[src/design/note_saw_oscillator_top_assert.svh]
// Assertion macros shared by the oscillator RTL.
// Each macro expects signals named clk and arst_n in the using module.
`ifndef NOTE_SAW_OSCILLATOR_TOP_ASSERT_SVH
`define NOTE_SAW_OSCILLATOR_TOP_ASSERT_SVH

// Same-cycle implication.
`define NSO_CHECK(lbl, ante, cons, msg) \
	lbl: assert property (@(posedge clk) disable iff (!arst_n) (ante) |-> (cons)) \
		else $error(msg);

// Next-cycle implication.
`define NSO_CHECK_NEXT(lbl, ante, cons, msg) \
	lbl: assert property (@(posedge clk) disable iff (!arst_n) (ante) |=> (cons)) \
		else $error(msg);

`endif

[src/design/nso_pkg.sv]
// ----------------------------------------------------------------------------
// nso_pkg
// Shared constants, types and the pitch-to-step table of the saw oscillator.
// ----------------------------------------------------------------------------
package nso_pkg;

	localparam int SAMPLE_RATE = 48000;
	localparam int PHASE_BITS  = 32;

	localparam int PITCH_W = 7;
	localparam int VEL_W   = 16;
	localparam int GAIN_W  = 16;
	localparam int SAMPLE_W = 16;
	localparam int NUM_PITCHES = 128;

	// gain = (2*vel + 5) / 10 through a reciprocal multiply, exact for x < 2^18
	localparam int GAIN_X_W     = VEL_W + 2;
	localparam int GAIN_RECIP   = 209716;
	localparam int GAIN_SHIFT   = 21;
	localparam int GAIN_PROD_W  = 2 * GAIN_X_W;

	// gain scaled by 32767
	localparam int GAINX_W = GAIN_W + 15;
	localparam int MAG_W   = 32;
	localparam int PROD_W  = MAG_W + GAINX_W;
	localparam int PROD_SHIFT = 47;

	// bring the phase to Q0.32
	localparam int P32_SH_R = (PHASE_BITS >= 32) ? PHASE_BITS - 32 : 0;
	localparam int P32_SH_L = (PHASE_BITS < 32) ? 32 - PHASE_BITS : 0;

	localparam int QDEPTH = 2;
	localparam int QPTR_W = (QDEPTH > 1) ? $clog2(QDEPTH) : 1;
	localparam int QCNT_W = $clog2(QDEPTH + 1);

	typedef enum logic [1:0] {
		REQ_TICK     = 2'd0,
		REQ_NOTE_ON  = 2'd1,
		REQ_NOTE_OFF = 2'd2
	} req_t;

	typedef enum logic [1:0] {
		CMD_TICK,
		CMD_ON,
		CMD_OFF
	} cmd_kind_t;

	typedef struct packed {
		cmd_kind_t               kind;
		logic [PITCH_W-1:0]      pitch;
		logic [PHASE_BITS-1:0]   step;
		logic [GAIN_W-1:0]       gain;
	} cmd_t;

	typedef logic [PHASE_BITS-1:0] step_rom_t [NUM_PITCHES];

	// 2^(s/12) in Q2.30
	localparam logic [63:0] SEMITONE_Q30 [12] = '{
		64'd1073741824, 64'd1137589835, 64'd1205234447, 64'd1276901417,
		64'd1352829926, 64'd1433273380, 64'd1518500250, 64'd1608794974,
		64'd1704458901, 64'd1805811301, 64'd1913190429, 64'd2026954652
	};

	// step = floor(440 * 2^((p-69)/12) * 2^PHASE_BITS / SAMPLE_RATE)
	function automatic step_rom_t build_step_rom();
		step_rom_t   rom;
		logic [63:0] num;
		logic [63:0] step;
		int          n;
		int          oct;
		int          semi;
		int          e;
		for (int p = 0; p < NUM_PITCHES; p++) begin
			n    = p + 3;
			oct  = n / 12;
			semi = n % 12;
			num  = 64'd440 * SEMITONE_Q30[semi];
			e    = oct + PHASE_BITS - 36;
			if (e >= 0) begin
				step = (num << e) / SAMPLE_RATE;
			end else begin
				step = (num / SAMPLE_RATE) >> (-e);
			end
			rom[p] = step[PHASE_BITS-1:0];
		end
		return rom;
	endfunction

	localparam step_rom_t STEP_ROM = build_step_rom();

endpackage

[src/design/note_saw_oscillator_top.sv]
// ----------------------------------------------------------------------------
// note_saw_oscillator_top
// Monophonic sawtooth voice on a phase accumulator.
//
// Input channel (in_valid/in_ready): one word per request, req_type selects
// a sample tick, note-on (note_pitch, note_velocity) or note-off. Note-on
// with zero velocity and the unused request code are dropped.
// Output channel (out_valid/out_ready): one sample_out word per tick, none
// for note events.
// Throughput: one request word per cycle unless the receiver stalls. The
// phase add loops in phase_q; the sample math is a four-stage pipeline.
// Path: a tick accepted at the input passes the front register, the command
// queue, three arithmetic stages and the output register.
// Reset: the voice is silent, its state is zero and the queue is empty.
// Receiver stall: the output register holds its word and the back pipeline
// freezes; the front keeps accepting until its register and the two-entry
// command queue are full, then in_ready drops.
// ----------------------------------------------------------------------------
module note_saw_oscillator_top import nso_pkg::*; (
	input  logic                clk,
	input  logic                arst_n,
	input  logic                in_valid,
	output logic                in_ready,
	input  logic [1:0]          req_type,
	input  logic [PITCH_W-1:0]  note_pitch,
	input  logic [VEL_W-1:0]    note_velocity,
	output logic                out_valid,
	input  logic                out_ready,
	output logic [SAMPLE_W-1:0] sample_out
);

	logic f_valid, f_ready;
	cmd_t f_cmd;
	logic b_valid, b_ready;
	cmd_t b_cmd;

	nso_front u_front (
		.clk           (clk),
		.arst_n        (arst_n),
		.in_valid      (in_valid),
		.in_ready      (in_ready),
		.req_type      (req_type),
		.note_pitch    (note_pitch),
		.note_velocity (note_velocity),
		.cmd_valid     (f_valid),
		.cmd_ready     (f_ready),
		.cmd           (f_cmd)
	);

	nso_queue u_queue (
		.clk        (clk),
		.arst_n     (arst_n),
		.push_valid (f_valid),
		.push_ready (f_ready),
		.push_data  (f_cmd),
		.pop_valid  (b_valid),
		.pop_ready  (b_ready),
		.pop_data   (b_cmd)
	);

	nso_back u_back (
		.clk        (clk),
		.arst_n     (arst_n),
		.cmd_valid  (b_valid),
		.cmd_ready  (b_ready),
		.cmd        (b_cmd),
		.out_valid  (out_valid),
		.out_ready  (out_ready),
		.sample_out (sample_out)
	);

endmodule

[src/design/nso_front.sv]
// ----------------------------------------------------------------------------
// nso_front
// Accepts request words, drops zero-velocity note-ons and the unused code,
// finds the phase step and the note gain and hands a command to the queue.
// ----------------------------------------------------------------------------
module nso_front import nso_pkg::*; (
	input  logic               clk,
	input  logic               arst_n,
	input  logic               in_valid,
	output logic               in_ready,
	input  logic [1:0]         req_type,
	input  logic [PITCH_W-1:0] note_pitch,
	input  logic [VEL_W-1:0]   note_velocity,
	output logic               cmd_valid,
	input  logic               cmd_ready,
	output cmd_t               cmd
);

	logic                    valid_s1;
	cmd_kind_t               kind_s1;
	logic [PITCH_W-1:0]      pitch_s1;
	logic [PHASE_BITS-1:0]   step_s1;
	logic [GAIN_PROD_W-1:0]  gprod_s1;

	logic                    in_fire;
	logic                    keep;
	cmd_kind_t               kind_d;
	logic [GAIN_X_W-1:0]     gain_x;

	assign in_ready = !valid_s1 || cmd_ready;
	assign in_fire  = in_valid && in_ready;
	assign gain_x   = {1'b0, note_velocity, 1'b0} + GAIN_X_W'(5);

	always_comb begin
		keep   = 1'b0;
		kind_d = CMD_TICK;
		case (req_t'(req_type))
			REQ_TICK: begin
				keep   = 1'b1;
				kind_d = CMD_TICK;
			end
			REQ_NOTE_ON: begin
				// zero velocity is a no-op
				keep   = (note_velocity != '0);
				kind_d = CMD_ON;
			end
			REQ_NOTE_OFF: begin
				keep   = 1'b1;
				kind_d = CMD_OFF;
			end
			default: begin
				keep   = 1'b0;
				kind_d = CMD_TICK;
			end
		endcase
	end

	always_ff @(posedge clk or negedge arst_n) begin
		if (!arst_n) begin
			valid_s1 <= 1'b0;
		end else if (in_fire) begin
			valid_s1 <= keep;
		end else if (cmd_ready) begin
			valid_s1 <= 1'b0;
		end
	end

	always_ff @(posedge clk) begin
		if (in_fire) begin
			kind_s1  <= kind_d;
			pitch_s1 <= note_pitch;
			step_s1  <= STEP_ROM[note_pitch];
			gprod_s1 <= GAIN_PROD_W'(gain_x) * GAIN_PROD_W'(GAIN_RECIP);
		end
	end

	assign cmd_valid  = valid_s1;
	assign cmd.kind   = kind_s1;
	assign cmd.pitch  = pitch_s1;
	assign cmd.step   = step_s1;
	assign cmd.gain   = GAIN_W'(gprod_s1 >> GAIN_SHIFT);

endmodule

[src/design/nso_queue.sv]
// ----------------------------------------------------------------------------
// nso_queue
// Short command FIFO between front and back; each side stalls on its own.
// ----------------------------------------------------------------------------
module nso_queue import nso_pkg::*; (
	input  logic clk,
	input  logic arst_n,
	input  logic push_valid,
	output logic push_ready,
	input  cmd_t push_data,
	output logic pop_valid,
	input  logic pop_ready,
	output cmd_t pop_data
);

	`include "note_saw_oscillator_top_assert.svh"

	cmd_t              mem_q [QDEPTH];
	logic [QPTR_W-1:0] wr_ptr_q;
	logic [QPTR_W-1:0] rd_ptr_q;
	logic [QCNT_W-1:0] count_q;
	logic              push_fire;
	logic              pop_fire;

	assign push_ready = (count_q != QCNT_W'(QDEPTH));
	assign pop_valid  = (count_q != '0);
	assign push_fire  = push_valid && push_ready;
	assign pop_fire   = pop_valid && pop_ready;
	assign pop_data   = mem_q[rd_ptr_q];

	function automatic logic [QPTR_W-1:0] next_ptr(input logic [QPTR_W-1:0] p);
		if (p == QPTR_W'(QDEPTH - 1)) begin
			return '0;
		end
		return p + QPTR_W'(1);
	endfunction

	always_ff @(posedge clk or negedge arst_n) begin
		if (!arst_n) begin
			wr_ptr_q <= '0;
			rd_ptr_q <= '0;
			count_q  <= '0;
		end else begin
			if (push_fire) begin
				wr_ptr_q <= next_ptr(wr_ptr_q);
			end
			if (pop_fire) begin
				rd_ptr_q <= next_ptr(rd_ptr_q);
			end
			case ({push_fire, pop_fire})
				2'b10:   count_q <= count_q + QCNT_W'(1);
				2'b01:   count_q <= count_q - QCNT_W'(1);
				default: count_q <= count_q;
			endcase
		end
	end

	always_ff @(posedge clk) begin
		if (push_fire) begin
			mem_q[wr_ptr_q] <= push_data;
		end
	end

	`NSO_CHECK(q_count_range, 1'b1, count_q <= QCNT_W'(QDEPTH), "queue count out of range")
	`NSO_CHECK_NEXT(q_count_hold, push_fire && pop_fire, $stable(count_q), "queue count moved")

endmodule

[src/design/nso_back.sv]
// ----------------------------------------------------------------------------
// nso_back
// Holds the voice, runs the phase accumulator and turns each tick into a
// sample through a short arithmetic pipeline ending in the output register.
// ----------------------------------------------------------------------------
module nso_back import nso_pkg::*; (
	input  logic                clk,
	input  logic                arst_n,
	input  logic                cmd_valid,
	output logic                cmd_ready,
	input  cmd_t                cmd,
	output logic                out_valid,
	input  logic                out_ready,
	output logic [SAMPLE_W-1:0] sample_out
);

	`include "note_saw_oscillator_top_assert.svh"

	// voice state
	logic                  voice_on_q;
	logic [PITCH_W-1:0]    held_pitch_q;
	logic [PHASE_BITS-1:0] phase_q;
	logic [PHASE_BITS-1:0] step_q;
	logic [GAINX_W-1:0]    gainx_q;

	// pipeline
	logic                  vld_s1, act_s1;
	logic [31:0]           p32_s1;
	logic [GAINX_W-1:0]    gx_s1;
	logic                  vld_s2, act_s2, neg_s2;
	logic [MAG_W-1:0]      mag2_s2;
	logic [GAINX_W-1:0]    gx_s2;
	logic                  vld_s3, act_s3, neg_s3;
	logic [PROD_W-1:0]     prod_s3;
	logic                  out_valid_q;
	logic [SAMPLE_W-1:0]   sample_q;

	logic                  adv;
	logic                  pop;
	logic [31:0]           p32;
	logic [SAMPLE_W-1:0]   mag;

	assign adv       = !out_valid_q || out_ready;
	assign cmd_ready = adv;
	assign pop       = cmd_valid && adv;
	assign p32       = 32'((64'(phase_q) << P32_SH_L) >> P32_SH_R);
	assign mag       = SAMPLE_W'(prod_s3 >> PROD_SHIFT);

	always_ff @(posedge clk or negedge arst_n) begin
		if (!arst_n) begin
			voice_on_q   <= 1'b0;
			held_pitch_q <= '0;
			phase_q      <= '0;
			step_q       <= '0;
			gainx_q      <= '0;
		end else if (pop) begin
			case (cmd.kind)
				CMD_ON: begin
					voice_on_q   <= 1'b1;
					held_pitch_q <= cmd.pitch;
					phase_q      <= '0;
					step_q       <= cmd.step;
					gainx_q      <= {cmd.gain, 15'b0} - GAINX_W'(cmd.gain);
				end
				CMD_OFF: begin
					if (cmd.pitch == held_pitch_q) begin
						voice_on_q <= 1'b0;
					end
				end
				CMD_TICK: begin
					// advance with wrap
					if (voice_on_q) begin
						phase_q <= phase_q + step_q;
					end
				end
				default: begin
					voice_on_q <= voice_on_q;
				end
			endcase
		end
	end

	always_ff @(posedge clk or negedge arst_n) begin
		if (!arst_n) begin
			vld_s1      <= 1'b0;
			vld_s2      <= 1'b0;
			vld_s3      <= 1'b0;
			out_valid_q <= 1'b0;
		end else if (adv) begin
			vld_s1      <= pop && (cmd.kind == CMD_TICK);
			vld_s2      <= vld_s1;
			vld_s3      <= vld_s2;
			out_valid_q <= vld_s3;
		end
	end

	always_ff @(posedge clk) begin
		if (adv) begin
			act_s1  <= voice_on_q;
			p32_s1  <= p32;
			gx_s1   <= gainx_q;

			act_s2  <= act_s1;
			neg_s2  <= !p32_s1[31];
			mag2_s2 <= p32_s1[31] ? (p32_s1 - 32'h8000_0000) : (32'h8000_0000 - p32_s1);
			gx_s2   <= gx_s1;

			act_s3  <= act_s2;
			neg_s3  <= neg_s2;
			prod_s3 <= PROD_W'(mag2_s2) * PROD_W'(gx_s2);

			if (!act_s3) begin
				sample_q <= '0;
			end else if (neg_s3) begin
				sample_q <= SAMPLE_W'(0) - mag;
			end else begin
				sample_q <= mag;
			end
		end
	end

	assign out_valid  = out_valid_q;
	assign sample_out = sample_q;

	`NSO_CHECK(b_sample_bound, out_valid_q,
		($signed(sample_q) <= 16'sd6553) && ($signed(sample_q) >= -16'sd6553),
		"sample magnitude above bound")
	`NSO_CHECK_NEXT(b_note_on_load, pop && (cmd.kind == CMD_ON),
		voice_on_q && (phase_q == '0), "note-on did not start the voice")

endmodule

[config.mk]
export PLATFORM = sky130hd
export DESIGN_NAME = note_saw_oscillator_top
export DESIGN_NICKNAME = d
export VERILOG_FILES = /design/src/design/nso_pkg.sv /design/src/design/note_saw_oscillator_top.sv /design/src/design/nso_front.sv /design/src/design/nso_queue.sv /design/src/design/nso_back.sv
export VERILOG_INCLUDE_DIRS = /design/src /design/src/design
export SDC_FILE = /design/constraint.sdc
export NUM_CORES = 2
export LEC_CHECK = 0
export ABC_AREA = 1
export BUFFER_PORTS_ARGS = -buffer_cell sky130_fd_sc_hd__buf_4
export CAP_MARGIN = 25
export CORE_UTILIZATION = 65
export DETAILED_ROUTE_END_ITERATION = 8
export PLACE_DENSITY_LB_ADDON = 0.15
export SYNTH_ARGS = -nofsm -noshare
export SYNTH_HDL_FRONTEND = slang
export SYNTH_SLANG_ARGS = --single-unit
[constraint.sdc]
create_clock -name clk -period 8 [get_ports clk]
set_input_delay 0.8 -clock clk [delete_from_list [all_inputs] [get_ports clk]]
set_output_delay 0.8 -clock clk [all_outputs]
set_load 0.02 [all_outputs]
* Yosys cells after proc, flatten, opt, wreduce, memory -nomap -nowiden *
Memories as Yosys holds them, arrays and structs flattened. A register that Yosys moved wholly into a read port is not among the register bits.
Cells that the tools add are included.

cells by class
  add/subtract/negate cells = 10
  bitwise logic cells = 1
  reductions and logical operators = 21
  equal/unequal tests = 10
  muxes and demuxes = 21
  multiply operators = 2

operators with widths
  operator                number
  $mux 32                 2
  $pmux 32 s2             1
  $mul 32x31->63          1
  $mul 18x16->34 const B  1
  $add 32x32->32          1
  $sub 32x32->32 const A  1
  $sub 32x32->32 const B  1
  $sub 31x16->31          1
  $add 17x3->18 const B   1
  $mux 16                 1
  $reduce_bool 16->1      1
  $sub 1x16->16 const A   1
  $mux 1                  13
  $reduce_bool 2->1       5
  $not 7->8               1
  $pmux 2 s2              2
  $eq 7x7->1              1
  $eq 2x1->1 const B      3
  $eq 2x2->1 const B      3
  $reduce_and 3->1        2
  $logic_and 1x1->1       4
  $logic_not 2->1         2
  $ne 2x1->1 const B      2
  $pmux 1 s2              2
  other kinds (8)         12

word-level totals
  memory bits (read-only) = 4,096
  logic and storage cells = 94
  output and inout bits = 18
  input port bits = 29
  register bits = 365
  memory bits (writable) = 112
  memories kept = 2

memories
  memory            words  width  read ports  clocked after Yosys merged registers in  wr ports  RTL line         RTL
  (name not given)  128    32     1           1                                        0         nso_front.sv:72  step_s1 <= STEP_ROM[note_pitch];
  u_queue.mem_q     2      56     1           0                                        1         nso_queue.sv:18  cmd_t mem_q [QDEPTH];

* Longest topological paths before layout *
  word-level depth = 5
  mapped depth = 30
  mapped depth without buffers = 29

* Modules after synthesis *
From an unflattened synthesis, not the netlist that was laid out.

unflattened totals
  cell total of the unflattened synthesis = 7,582
  area, all modules = 61,076.1 sq um

modules (own cells, without submodules)
  module     cells each  sequential area each (sq um)  area each (sq um)  times used
  nso_back   5,610       7,572.3                       45,563.7           1
  nso_front  1,644       1,676.6                       11,131.9           1
  nso_queue  328         3,523.4                       4,380.5            1

* Worst setup path before layout *
Ideal clock, no wire load.

  path type = input to register
  start point = in out_ready
  end point = reg u_back.phase_q[1] (netlist: u_back.p32[1])
  data arrival time = 6.319 ns
  required time = 7.879 ns
  path buffers = 1
  path slack = 1.560 ns
  cell stages on the path = 9
  library setup time = 0.121 ns
  path through = inv_1 > nand2_1 > o21ai_0 > nor2_2 > nand2_2 > nand2_2 > inv_2 > buf_2 > a22o_1

on the way
  cells in the longest elaborated chain, start to end = 3

RTL lines
  element                            RTL line                       RTL
  start: declaration                 note_saw_oscillator_top.sv:28  input logic out_ready,
  $logic_or 1x1->1                   nso_back.sv:43                 assign adv = !out_valid_q || out_ready;
  $logic_and 1x1->1                  nso_back.sv:45                 assign pop = cmd_valid && adv;
  $reduce_and 3->1 (no source line)  -
  end signal: assignment             nso_back.sv:73                 phase_q <= phase_q + step_q;
  end: declaration                   nso_back.sv:22                 logic [PHASE_BITS-1:0] phase_q;

No other way between the ends.
A chain may end at the register's enable or synchronous reset.

* Worst setup path after layout *
  start point = reg u_back.mag2_s2[7]
  end point = reg u_back.prod_s3[58], data pin

on the way
  cells in the longest elaborated chain, start to end = 1

RTL lines
  element                   RTL line         RTL
  start: declaration        nso_back.sv:31   logic [MAG_W-1:0] mag2_s2;
  start signal: assignment  nso_back.sv:105  mag2_s2 <= p32_s1[31] ? (p32_s1 - 32'h8000_0000) : (32'h8000_0000 - p32_s1);
  $mul 32x31->63            nso_back.sv:110  prod_s3 <= PROD_W'(mag2_s2) * PROD_W'(gx_s2);
  end signal: assignment    nso_back.sv:110
  end: declaration          nso_back.sv:34   logic [PROD_W-1:0] prod_s3;

No other way between the ends.

==> qor.json <==
{
  "rsz_0062_raised_after_global_routing": "false",
  "antenna_found_initial": 7,
  "tns_ns": 0,
  "syn-mean-instance-area_um2": 8.26,
  "netlist_area_um2": 59900,
  "insertion_delay_ns": 0.65,
  "ant_nets": 0,
  "finalHoldViolations": 0,
  "finalWirelength_mm": 169,
  "timing.critical_path.arrival_ns": 7.93,
  "depth_of_the_cts_h_tree": 2,
  "input_output_buffers": 46,
  "cts_buffers": 48,
  "cts-hold-fix-buffers": 0,
  "stdcell_count": 8440,
  "crit_path_frequent_cell": "sky130_fd_sc_hd__fa_1",
  "first_pass_grt_wire_length_mm": 268,
  "final.min_clock_period_ns": 7.53,
  "max_clock_freq_mhz": 133,
  "criticalPathCategory": "reg -> reg",
  "rows": 111,
  "fin_skew_ns": 0.0440,
  "worst-path-max-fanout": 12,
  "tritoncts_num_sinks": 439,
  "layout_commonest_cell": "sky130_fd_sc_hd__nand2_1",
  "grtUsageMet1_pct": 45.8,
  "slew_headroom_pct": 18.0,
  "post-dp-hpwl_mm": 136,
  "finalMaxSlewViolations": 0,
  "vias": 47400,
  "critPathMaxStageDelay_ns": 0.85,
  "ys_types": 60,
  "synth.yosys.seq_area_share_pct": 21.1,
  "drt_iter0_drc": 4180,
  "grt_max_degree": 81,
  "ctsRootBufferMaster": "sky130_fd_sc_hd__clkbuf_16",
  "synthFlopType": "sky130_fd_sc_hd__edfxtp_1",
  "setup_viol_count_final": 0,
  "nets": 8644,
  "drive_gt1_share_pct": 4.61,
  "post_synth_inst_count": 7252,
  "route.detailed.drc": 0,
  "fill_cells": 7468,
  "via_count_of_the_first_global_routing_pass": 49600,
  "die_height_um": 306,
  "synth_fp_nets": 8682,
  "critPathRequiredTime_ns": 8.40,
  "async_reset_ff_share_pct": 25.3,
  "flip_flop_and_latch_count_after_synthesis": 439,
  "run_status": "finished clean",
  "min-delay-path-class": "in -> async",
  "busiest_layer": "met2",
  "critPathCaptureType": "register",
  "drv_cap": 0,
  "clock_tree_from_tritoncts": "yes",
  "initial_utilization_pct": 65.5,
  "grt_overflow_total": 0,
  "crit_chain": "buf_4 -> nand2_1 -> fa_1 -> inv_1 -> fa_1 -> fa_1 -> fa_1 -> fa_1 -> fa_1 -> fa_1 -> inv_1 -> fa_1 -> inv_1 -> ha_1 -> nand2_1 -> inv_1 -> nand2_1 -> nor3_1 -> nand3_1 -> nor2_1 -> nand2_1 -> nand3_1 -> nand2_1",
  "area.growth.synth_to_final_pct": 5.87,
  "groute.layer.met2.usage_pct": 63.1,
  "ctsLongestPathBuffers": 3,
  "dieWidth_um": 306,
  "detailedRoute.firstPassIterationCount": 8,
  "layout_common_cells": "sky130_fd_sc_hd__nand2_1 (1918), sky130_fd_sc_hd__inv_1 (1786), sky130_fd_sc_hd__fa_1 (960)",
  "place.gp.congestion": 1.02,
  "dieArea_um2": 93400,
  "post_cts_buffers": 0,
  "actual_slew_at_the_worst_max_slew_pin_ns": 1.23,
  "use_met3_pct": 7.03,
  "final_core_util_pct": 69.3,
  "clock_slew_at_the_register_clock_pins_of_the_worst_setup_and_hold_paths_ns": 0.07,
  "coreArea_um2": 91500,
  "critical_path_buf_inv_count": 5,
  "wl_per_cell_um": 20.0,
  "track_usage_pct": 37.4,
  "drt-vias-per-instance": 5.62,
  "numPlacedInstances": 8349,
  "worst_setup_path_start_kind": "register",
  "cp_slowest_cell": "sky130_fd_sc_hd__edfxtp_1",
  "yosys_warnings": 0,
  "post_route_clock_period_utilization_pct": 94.1,
  "crit_family": "adder cells",
  "cts_resized": 0,
  "ioPinCount": 47,
  "number_of_enable_type_register_cells_in_the_synthesized_netlist": 328
}
area by class of cell:
type | instances | area (um^2) | share of cell area (%)
tap | 1186 | 1480 | 2.34
inverter | 1805 | 6780 | 10.7
multi-input combinational | 4741 | 39500 | 62.2
timing repair buffer | 179 | 1430 | 2.25
clock buffer | 56 | 1260 | 1.99
clock inverter | 32 | 397 | 0.625
sequential | 439 | 12600 | 19.9
antenna | 2 | 5.00 | 0.00789
sequential cells by signal, indices dropped and copies added, names as in the netlist, 2 cells and up:
name and flops:
u_queue.mem_q 110, u_back.mag2_s2 32, u_back.p32 32, u_back.p32_s1 32, u_back.gainx_q 31, u_back.gx_s1 31, u_back.gx_s2 31, u_back.step_q 31
u_front.step_s1 31, u_back.prod_s3 16, u_back.sample_out 16, u_front.gprod_s1 15, u_back.held_pitch_q 7, u_front.pitch_s1 7, u_front.kind_s1 2, u_queue.count_q 2
worst paths after layout:
check	start	endpoint	slack [ns]	cells past startpoint
min reg2reg	u_back.gx_s1[12]$_DFFE_PN_	u_back.gx_s2[12]$_DFFE_PN_	0.42	0
max	u_back.mag2_s2[7]$_DFFE_PN_	u_back.prod_s3[58]$_DFFE_PN_	0.47	23
max in group asynchronous	arst_n	u_queue.rd_ptr_q$_DFFE_PN0P_	6.44	2
max reg2reg	u_back.mag2_s2[7]$_DFFE_PN_	u_back.prod_s3[58]$_DFFE_PN_	0.47	23
min in group clk	u_back.gx_s1[12]$_DFFE_PN_	u_back.gx_s2[12]$_DFFE_PN_	0.42	0
min	arst_n	u_back.step_q[27]$_DFFE_PN0P_	0.20	1
kinds of logic after synthesis:
| logic type | count (synthesis) | synth area share [%] |
|---|---|---|
| XOR/XNOR | 74 | 1.08 |
| AO/OA/AOI/OAI | 637 | 5.98 |
| flip-flops | 439 | 21.1 |
| buffers and inverters | 2072 | 13.1 |
| adder cells (fa/ha/maj) | 1401 | 41.3 |
| AND/OR/NAND/NOR | 2628 | 17.5 |
| multiplexers | 1 | 0.0167 |
per-stage QoR:
step | setup WS [ns] | area (um^2) | hold WS [ns]
3_3_place_gp | 0.651 | 61800 | 0.402
2_1_floorplan | 1.56 | 59900 | 0.400
4_1_cts | 0.576 | 63400 | 0.213
5_1_grt | 0.275 | 63400 | 0.264
3_5_place_dp | 0.587 | 61800 | 0.405
6_report | 0.470 | 63500 | 0.201
cells in the mapped netlist, types with 20 or more instances:
master | number | share of area [%]
sky130_fd_sc_hd__a31oi_1 | 50 | 0.52
sky130_fd_sc_hd__nand2_1 | 1919 | 12
sky130_fd_sc_hd__dfrtp_1 | 111 | 4.6
sky130_fd_sc_hd__inv_1 | 1787 | 11
sky130_fd_sc_hd__xnor2_1 | 20 | 0.29
sky130_fd_sc_hd__xor2_1 | 54 | 0.79
sky130_fd_sc_hd__o21ai_0 | 215 | 1.8
sky130_fd_sc_hd__fa_1 | 960 | 32
sky130_fd_sc_hd__o22ai_1 | 26 | 0.27
sky130_fd_sc_hd__ha_1 | 441 | 9.2
sky130_fd_sc_hd__nand4_1 | 23 | 0.24
sky130_fd_sc_hd__edfxtp_1 | 328 | 16
sky130_fd_sc_hd__nand3_1 | 154 | 1.3
sky130_fd_sc_hd__a21oi_1 | 227 | 1.9
sky130_fd_sc_hd__nor3_1 | 78 | 0.65
sky130_fd_sc_hd__buf_2 | 26 | 0.22
sky130_fd_sc_hd__clkbuf_1 | 226 | 1.4
sky130_fd_sc_hd__nor2_1 | 370 | 2.3
per-layer routing:
metal | wire length, um | up-vias | share of wire [%]
met5 | 78 | - | 0.046
met4 | 10300 | 10 | 6.1
met3 | 14400 | 580 | 8.6
met2 | 80900 | 2194 | 48
met1 | 63000 | 23000 | 37
li1 | - | 21600 | -
Power is left out: the tool's default activity adds up to more than one toggle a clock period on the data nets, which glitch-free logic cannot reach.
